`src/hw/rtl/vbe_pkg.sv`:
```
// Shared types and constants for the VPIN volume bucket engine.
// No dependencies; the other files, vbe_ring apart, take their names from here by scope.
`default_nettype none
package vbe_pkg;

	// Default sizes handed down as top-level parameter defaults
	localparam int NUM_SYMBOLS_DEF = 256;
	localparam int WINDOW_MAX_DEF  = 64;

	// Stored ring position is kept at the width the largest window needs
	localparam int POS_MAX_W = 8;

	// Q1.16 full scale
	localparam logic [16:0] Q16_ONE = 17'h10000;

	// Register indexes of the configuration port
	typedef enum logic [1:0] {
		CFG_BUCKET_VOLUME = 2'd0,
		CFG_TIME_BAR      = 2'd1,
		CFG_WINDOW        = 2'd2,
		CFG_MIN_READY     = 2'd3
	} cfg_idx_t;

	// Register reset values
	localparam logic [39:0] BUCKET_VOLUME_RST = 40'd10000;
	localparam logic [63:0] TIME_BAR_RST      = 64'd60000000000;
	localparam logic [6:0]  WINDOW_RST        = 7'd50;
	localparam logic [7:0]  MIN_READY_RST     = 8'd10;

	// Item kinds and trade sides
	localparam logic       OP_TRADE  = 1'b0;
	localparam logic       OP_QUOTE  = 1'b1;
	localparam logic [1:0] CLS_SPLIT = 2'd0;
	localparam logic [1:0] CLS_BUY   = 2'd1;
	localparam logic [1:0] CLS_SELL  = 2'd2;

	// Per-symbol record held in the symbol store
	typedef struct packed {
		logic [39:0]          tot;
		logic [40:0]          buy;
		logic [40:0]          sell;
		logic [63:0]          start;
		logic [31:0]          cnt;
		logic [63:0]          pvs;
		logic [31:0]          bid;
		logic [31:0]          ask;
		logic                 qs;
		logic [POS_MAX_W-1:0] pos;
		logic [7:0]           ccount;
	} rec_t;

	// Request to the serial divider: remainder preload, dividend bits MSB first
	typedef struct packed {
		logic        start;
		logic [5:0]  steps;
		logic [63:0] rem_init;
		logic [63:0] bits;
		logic [63:0] divisor;
	} div_req_t;

	typedef struct packed {
		logic        done;
		logic [31:0] quot;
	} div_rsp_t;

endpackage
`default_nettype wire

```
`src/hw/rtl/vbe_div.sv`:
```
// Serial restoring divider, one quotient bit per cycle.
// Depends on vbe_pkg for the request and response structs.
`default_nettype none
module vbe_div (
	input  wire logic          clk,
	input  wire logic          arst_n,
	input  wire vbe_pkg::div_req_t req,
	output vbe_pkg::div_rsp_t  rsp
);

	logic [63:0] rem_q;
	logic [63:0] bits_q;
	logic [63:0] div_q;
	logic [31:0] quot_q;
	logic [5:0]  cnt_q;
	logic        busy_q;
	logic        done_q;
	logic [64:0] r2;
	logic [64:0] r2_sub;
	logic        ge;

	// Trial subtract of the shifted remainder
	always_comb begin
		r2     = {rem_q, bits_q[63]};
		r2_sub = r2 - {1'b0, div_q};
		ge     = (r2 >= {1'b0, div_q});
	end

	// Step counter and completion pulse
	always_ff @(posedge clk or negedge arst_n) begin
		if (!arst_n) begin
			busy_q <= 1'b0;
			cnt_q  <= '0;
			done_q <= 1'b0;
		end else begin
			done_q <= 1'b0;
			if (req.start) begin
				busy_q <= 1'b1;
				cnt_q  <= req.steps;
			end else if (busy_q) begin
				cnt_q <= cnt_q - 6'd1;
				if (cnt_q == 6'd1) begin
					busy_q <= 1'b0;
					done_q <= 1'b1;
				end
			end
		end
	end

	// Remainder, dividend and quotient shift
	always_ff @(posedge clk) begin
		if (req.start) begin
			rem_q  <= req.rem_init;
			bits_q <= req.bits;
			div_q  <= req.divisor;
			quot_q <= '0;
		end else if (busy_q) begin
			rem_q  <= ge ? r2_sub[63:0] : r2[63:0];
			bits_q <= {bits_q[62:0], 1'b0};
			quot_q <= {quot_q[30:0], ge};
		end
	end

	assign rsp.done = done_q;
	assign rsp.quot = quot_q;

endmodule
`default_nettype wire

```
`config.mk`:
```
export PLATFORM = sky130hd
export DESIGN_NAME = vbe_div
export DESIGN_NICKNAME = d
export VERILOG_FILES = /design/src/hw/rtl/vbe_pkg.sv /design/src/hw/rtl/vbe_div.sv
export SDC_FILE = /design/constraint.sdc
export NUM_CORES = 1
export LEC_CHECK = 0
export BUFFER_PORTS_ARGS = -buffer_cell sky130_fd_sc_hd__clkbuf_2
export CAP_MARGIN = 20
export CORE_MARGIN = 3
export CORE_UTILIZATION = 30
export CTS_CLUSTER_DIAMETER = 200
export DETAILED_ROUTE_END_ITERATION = 16
export HOLD_SLACK_MARGIN = 0.1
export PLACE_DENSITY = 0.57
export SYNTH_ARGS = -nofsm -noshare
export SYNTH_HDL_FRONTEND = slang
export SYNTH_SLANG_ARGS = --single-unit
```
`constraint.sdc`:
```
create_clock -name clk -period 11.7 [get_ports clk]
set_input_delay 2.34 -clock clk [delete_from_list [all_inputs] [get_ports clk]]
set_output_delay 2.34 -clock clk [all_outputs]
set_load 0.02 [all_outputs]
```
# --- Word-level counts from Yosys, hierarchy flattened ---
# Cells that the tools add are included.
classes:
  addsub: 2
  order_cmp: 1
  eq_ne: 1
  mux: 13
  n_reduce_logical: 1
ops:
  columns: ["operator", "n"]
  rows:
  - ["$mux W64", 5]
  - ["$ge A65 B64 Y1", 1]
  - ["$sub A64 B64 Y64", 1]
  - ["$mux W6", 2]
  - ["$eq A6 B1 Y1 const B", 1]
  - ["$mux W1", 6]
  - ["$sub A6 B1 Y6 const B", 1]
  - ["$reduce_bool A2 Y1", 1]
totals:
  register_bits: 232
  in_bits: 201
  output_inout_bits: 33
  wordCells: 25

# --- Logic depth before layout (Yosys ltp) ---
# Gate-level depths: netlist of the first run.
depth:
  word_depth: 4
  depth_mapped: 16
  ltp_nobuf: 13

# --- Worst setup path after synthesis of the first run ---
# OpenSTA, ideal clock, no wires.
synth_timing:
  kind: "in2reg"
  start: "input port req[198] (netlist name)"
  end: "register bits_q[0], enable pin"
  arrival_time_ns: 5.679
  path_slack_ns: 5.540
  stages: 5
  n_path_buf: 3
  cell_sequence: "clkbuf_1 > clkbuf_1 > clkbuf_1 > nor2_1 > inv_1"
synth_via:
  elab_chain_len: 1
synth_lines:
  columns: ["element", "line_no", "text"]
  rows:
  - ["start, declared", "vbe_div.sv:7", "input wire vbe_pkg::div_req_t req,"]
  - ["$reduce_bool A2 Y1 (no line)", null, null]
  - ["end signal, assigned", "vbe_div.sv:54", "bits_q <= req.bits;"]
  - ["end signal, assigned", "vbe_div.sv:59", "bits_q <= {bits_q[62:0], 1'b0};"]
  - ["end, declared", "vbe_div.sv:12", "logic [63:0] bits_q;"]
# Every way passes these cells.
# A chain may end at the register's enable or synchronous reset.

# --- Worst setup path in the final report of the first run ---
layout_timing:
  start: "input port req[198] (netlist name)"
  end: "register bits_q[8], enable pin"
# Same word-level chain as after synthesis.

==> run metrics, run 1 <==
status=completed; Async SR Flop Fraction=0.0345; Max Freq=240 MHz; I/O Pins=234; Initial Util=0.304; Crit Path Max Fanout=71; drt pass-1 iters=6; PortBufs=233; final WL=36.9 mm; max incr delay on CP=0.51 ns; CP max stage cell=inv_4; Util after Layout=0.364; share of cells above drive strength 1=0.245; PwrDens=237 mW/mm²; synthesized net count=1592; Synth top cells by count=edfxtp_1, nand2_1, nor2_1; Worst VDD drop=0.000114 V; H-tree depth=1; final antenna-violating net count=0; worst-path cell chain=clkbuf_8 > nor2_1 > inv_4 > buf_4 > buf_16; Data required, critical path=11.92 ns; synth top area cells=edfxtp_1, ha_1, mux2_2, dfxtp_1, nand2_1; sequential element share of the synthesized area=0.489; register bit total from synthesis=232; std cell rows=77; HPWL after detailed placement=26.7 mm; routed via count=10700; Max clock buf depth=3; Setup Crit Path Kind=in2reg; postcts setup bufs=0; Tcrit/Tclk final=0.356; final layout net count=1797; critical path launch point type=input pin; mapped cell area=0.0135 mm²; CTS root buf=clkbuf_16; area of the multi-input gates=0.00626 mm²; remaining routing DRC violations=0; max-cap violations=0; Hold Vio Cnt, Final=0; largest area contributor in the netlist=edfxtp_1; First DRT Iteration DRCs=607; Min Hold Slack=0.507 ns; total negative setup slack=0 ns; Pwr Total=3840 µW; initial antenna violation count=7; largest net degree at the start of global routing=103; Die Wd=218 µm; Post-Route Skew=0.0124 ns; die area=0.0477 mm²; crit path DAT=4.38 ns; final setup violation count=0; worst hold path type=reg2reg; Ys Warns=0; Final Critical Period=4.16 ns; count leader, synth=edfxtp_1; clock latency at the later pin of the worst-skew pair=0.57 ns; first-pass GRT wire length=57.2 mm; Sequential Area=0.00661 mm²; chip height=218 µm; WL/cell=17.2 µm; Leak=0.00703 µW; vias in the first global route=10400; Layout fillers=4526; max-slew violations=0; final instance area=0.0162 mm²; Tightest Pin Transition=0.864 ns; Congestion Overflow GR=0; Sink Count=232; core box area=0.0444 mm²; total CTS buffers=29; RSZ-0062 raised after global routing=no; Setup crit end kind=flop; area grow syn2layout=19.6%; CTS tree=yes; GRT Overall Usage=0.150; Clock transition at path regs=0.05 ns; CTS resizes=0; vias per inst=4.99; hold buffers post-CTS=0; Distinct cells, synth=73; share of the synthesized area in the top cell type=0.426; Worst slew margin=0.424; EDFF count, synth=192; ys flop type=edfxtp_1; Post-Synthesis Cells=1324; Post-DP Area=0.0152 mm²; final RePlAce weighted congestion=0.842; Mean Syn Cell Area=10.2 µm²
-- through the flow --
| step | worst slack [ns] | cells |
|---|---|---|
| 2_1_floorplan | 5.54 | 1324 |
| 3_3_place_gp | 6.62 | 2088 |
| 3_5_place_dp | 6.54 | 2088 |
| 4_1_cts | 7.23 | 2142 |
| 5_1_grt | 7.38 | 2144 |
| 6_report | 7.54 | 2145 |
-- worst paths after layout --
kind / slack, ns / cells past startpoint / start / to
worst min register to register: 0.51 / 2 / quot_q[31] / quot_q[31]
worst max-delay path: 7.54 / 5 / req[198] / bits_q[8]
max in group asynchronous: 9.85 / 1 / arst_n / busy_q
worst max register to register: 7.77 / 11 / rem_q[27] / rem_q[55]
min in group asynchronous: 1.63 / 1 / arst_n / cnt_q[2]
worst min-delay path: 0.51 / 2 / quot_q[31] / quot_q[31]
-- final cells by class --
type                            count  area share
Inverter                           94      0.0220
Clock inverter                     11     0.00704
Timing Repair Buffer              241      0.0788
Sequential cell                   232       0.408
Clock buffer                       43      0.0506
Antenna cell                        1    0.000155
Multi-Input combinational cell    931       0.387
Tap cell                          592      0.0458
-- layout by cell type, fill, tap and decap left out, types with 15 or more instances in the layout --
cell type / count
a31oi_1: 47
a21oi_1: 92
nor2_1: 112
ha_1: 66
clkbuf_16: 29
mux2_2: 65
nand2_1: 147
xnor2_1: 29
xor2_1: 22
dfxtp_1: 32
mux2i_1: 35
o21bai_1: 15
nand4_1: 21
clkbuf_2: 232
a21o_1: 29
o21ai_0: 59
edfxtp_1: 192
inv_1: 92
nand3_1: 25
-- kinds of logic (layout without fill, tap and decap cells) --
logic type      Yosys count  count (layout)  synth area share
compound gates          333             333             0.160
fa+ha+maj                67              67            0.0626
buf+inv                 161             389            0.0484
other cells               0               1                 0
simple gates            380             380             0.128
xor+xnor                 51              51            0.0330
flops                   232             232             0.489
mux                     100             100            0.0800
-- critical path, delay by kind of cell --
family                 cells  cell delay (ns)
buffers and inverters      4             1.62
AND/OR/NAND/NOR            1             0.17
-- flip-flops by register name (all words and copies together) (netlist names) --
register  count
done_q        1
quot_q       32
bits_q       64
busy_q        1
cnt_q         6
rem_q        64
div_q        64
-- routing by layer --
metal	up-vias	wire length, µm	part of all wire	track usage
met4	12	782	0.021	0.0315
met5	-	78	0.0021	0
li1	5238	-	-	-
met2	311	16700	0.45	0.241
met3	64	2990	0.081	0.0460
met1	5079	16400	0.44	0.200
-- report_power, final --
| group | leakage [µW] | switching [µW] | internal [µW] |
|---|---|---|---|
| Clock | 0.000456 | 354 | 526 |
| Sequential | 0.00232 | 91.5 | 1110 |
| Combinational | 0.00425 | 1060 | 700 |
Power figures use the tool's default switching activity.
==> inputs of run 2 (changes only) <==
PLACE_DENSITY = 0.59   (was 0.57)
clock period = 3.7 ns   (was 11.7 ns; I/O delays follow)
==> run 2 against run 1 <==
First-iteration DRC count is 30% higher. Sequential power grew to 3.2 times the previous value. Via count is 1.7% higher. Wire length is 4.6% higher. Clock skew is 0.0044 ns higher. Die area stayed put. Worst setup slack worse by 7.3 ns. Final cell count is 0.75% higher. Non-clock buffer count is 14 higher. Critical path type is now reg2reg. Register-to-register slack worse by 7.6 ns. Sequential share of layout area is 0.32 points lower. Utilization is 0.29 points higher.
==> run metrics, run 2 (same netlist as run 1, synthesis figures left out) <==
std cell rows=77 (unchanged); total stage count of the critical path=13 (+8); Sink Count=232 (unchanged); PortBufs=233 (unchanged); Congestion Overflow GR=0 (unchanged); worst slack at placement=0.145 ns (-6.39 ns); vias per inst=5.04 (+0.97%); share of cells above drive strength 1=0.257 (+0.0117); drt pass-1 iters=6 (unchanged); final layout net count=1812 (+0.83%); GRT Overall Usage=0.159 (+0.00851); status=completed; Worst VDD drop=0.000417 V (+270%); Setup crit end kind=flop; PwrDens=760 mW/mm² (+220%); worst reg-to-reg path cell count=13 (+2); top flop regs=bits_q: 64 flops, div_q: 64 flops, rem_q: 64 flops; I/O Pins=234 (unchanged); final RePlAce weighted congestion=0.876 (+4.0%); CTS root buf=clkbuf_16; area grow syn2layout=20.6%; final setup violation count=0 (unchanged); routed via count=10900 (+1.7%); Internal=7480 µW (+220%); GRT met2 Usage=0.257 (+0.0160); max-cap violations=0 (unchanged); Util after Layout=0.367 (+0.00290); Flop pwr share=0.308 (-0.006); Crit Path Max Fanout=4 (-94%); sw frac=0.396 (+0.00502); initial antenna violation count=7 (unchanged); die area=0.0477 mm² (unchanged); Clock Power Share=0.229 (about the same); First DRT Iteration DRCs=790 (+30%); register-to-register setup slack=0.20 ns (-7.57 ns); max-slew violations=0 (unchanged); Setup Crit Path Kind=reg2reg; CP max stage cell=fa_1; vias in the first global route=10900 (+4.3%); most frequent cells in the layout=clkbuf_2, edfxtp_1, nand2_1; chip height=218 µm (unchanged); commonest non-fill, non-tap cell in the layout=clkbuf_2; HPWL after detailed placement=28.6 mm (+7.3%); max incr delay on CP=0.43 ns (-0.08 ns); total CTS buffers=29 (unchanged); Logic pwr share=0.463 (+0.006); Tcrit/Tclk final=0.946; critical path launch point type=flop; grt met3 use=0.0466 (+0.000556); largest net degree at the start of global routing=129 (+25%); worst hold path type=in2reg; Initial Util=0.304 (unchanged); Max clock buf depth=3 (unchanged); hold path depth=1 (-1); Clock transition at path regs=0.06 ns (about the same); Tightest Pin Transition=0.898 ns (+0.0338 ns); clock latency at the later pin of the worst-skew pair=0.57 ns (about the same); Final WS setup=0.198 ns (-7.34 ns); remaining routing DRC violations=0 (unchanged); core box area=0.0444 mm² (unchanged); final WL=38.6 mm (+4.6%); Post-DP Area=0.0153 mm² (+0.86%); Post-Route Skew=0.0168 ns (+0.00441 ns); largest delay contributor family on the critical path=compound AO/OA/AOI/OAI gates; worst-path cell chain=inv_1 > ha_1 > fa_1 > nor2b_2 > o211ai_1 > a31o_2 > o211ai_1 > a31o_2 > a311oi_2 > o21ba_2 > or3_1 > a21oi_1 > o31ai_1; Final Critical Period=3.50 ns; Worst slew margin=0.401 (-0.0225); RSZ-0062 raised after global routing=no; first-pass GRT wire length=60.4 mm (+5.6%); H-tree depth=1 (unchanged); sw power=4900 µW (+230%); busiest layer in global routing=met2; Leak=0.00709 µW (+0.94%); final antenna-violating net count=0 (unchanged); WL/cell=17.9 µm (+3.8%); CTS tree=yes; Data required, critical path=4.00 ns (-7.92 ns); final instance area=0.0163 mm² (+0.80%); Hold Vio Cnt, Final=0 (unchanged); total negative setup slack=0 ns (unchanged); crit path DAT=3.81 ns (-0.57 ns); Max Freq=286 MHz; met1 Track Usage GR=0.212 (+0.0114); Die Wd=218 µm (unchanged); WP buf/inv=1 (-3)
## run 2: changes by cell type in the layout (fill, tap and decap cells not counted), moves of 2 or more
cell / before / now
clkbuf_1: 10 / 5
clkinv_2: 4 / 9
buf_12: 0 / 3
clkbuf_8: 5 / 1
clkinvlp_4: 0 / 5
buf_4: 6 / 18
buf_16: 2 / 0
## run 2: power groups by stage
stage          registers [µW]  clock network, µW  logic, µW
2_1_floorplan            3760                  0       4330
5_1_grt                  3890               3030       6390
4_1_cts                  3820               2950       5670
3_5_place_dp             3860                  0       5640
3_3_place_gp             3860                  0       5570
6_report                 3820               2830       5730
## run 2: worst paths after layout
path / from / end
min in group asynchronous: arst_n / cnt_q[0]
worst min-delay path: req[54] / div_q[54]
worst max register to register: bits_q[63] / rem_q[62]
worst min register to register: quot_q[31] / quot_q[31]
worst max-delay path: bits_q[63] / rem_q[62]
max in group asynchronous: arst_n / busy_q
## run 2: layout make-up
cell class | instances | area, µm²
inverter | 94 | 358
fill | 4489 | 28100
antenna | 2 | 5.00
clock buffer | 34 | 744
timing repair buffer | 255 | 1380
sequential | 232 | 6610
clock inverter | 20 | 195
multi-input combinational | 932 | 6270
tap | 592 | 741
## run 2: worst reg2reg max path, stage by stage (launching register included)
cell and delay, ns:
edfxtp_1 0.32, inv_1 0.05, ha_1 0.21, fa_1 0.43
nor2b_2 0.15, o211ai_1 0.12, a31o_2 0.30, o211ai_1 0.30
a31o_2 0.28, a311oi_2 0.21, o21ba_2 0.30, or3_1 0.31
a21oi_1 0.17, o31ai_1 0.08
## run 2: metrics by stage
step	std cells	hold slack, ns	power (µW)
floorplan	1324	0.444	8090
global placement	2100	0.479	9430
detailed placement	2100	0.500	9490
CTS	2155	0.295	12400
global route	2159	0.312	13300
finish	2161	0.341	12400
## run 2: routing by layer
metal | routed length [µm] | share of wire | vias to the layer above
met1 | 17000 | 0.44 | 5167
met4 | 931 | 0.024 | 14
met2 | 17500 | 0.45 | 363
li1 | - | - | 5282
met3 | 3150 | 0.081 | 62
met5 | 89 | 0.0023 | -
## run 2: repair_timing
action	CTS	global route
gates resized for setup	0	2
endpoints found under the hold margin	8	0
endpoints found under the setup margin	0	32
hold buffers	1	0
setup buffers	0	3
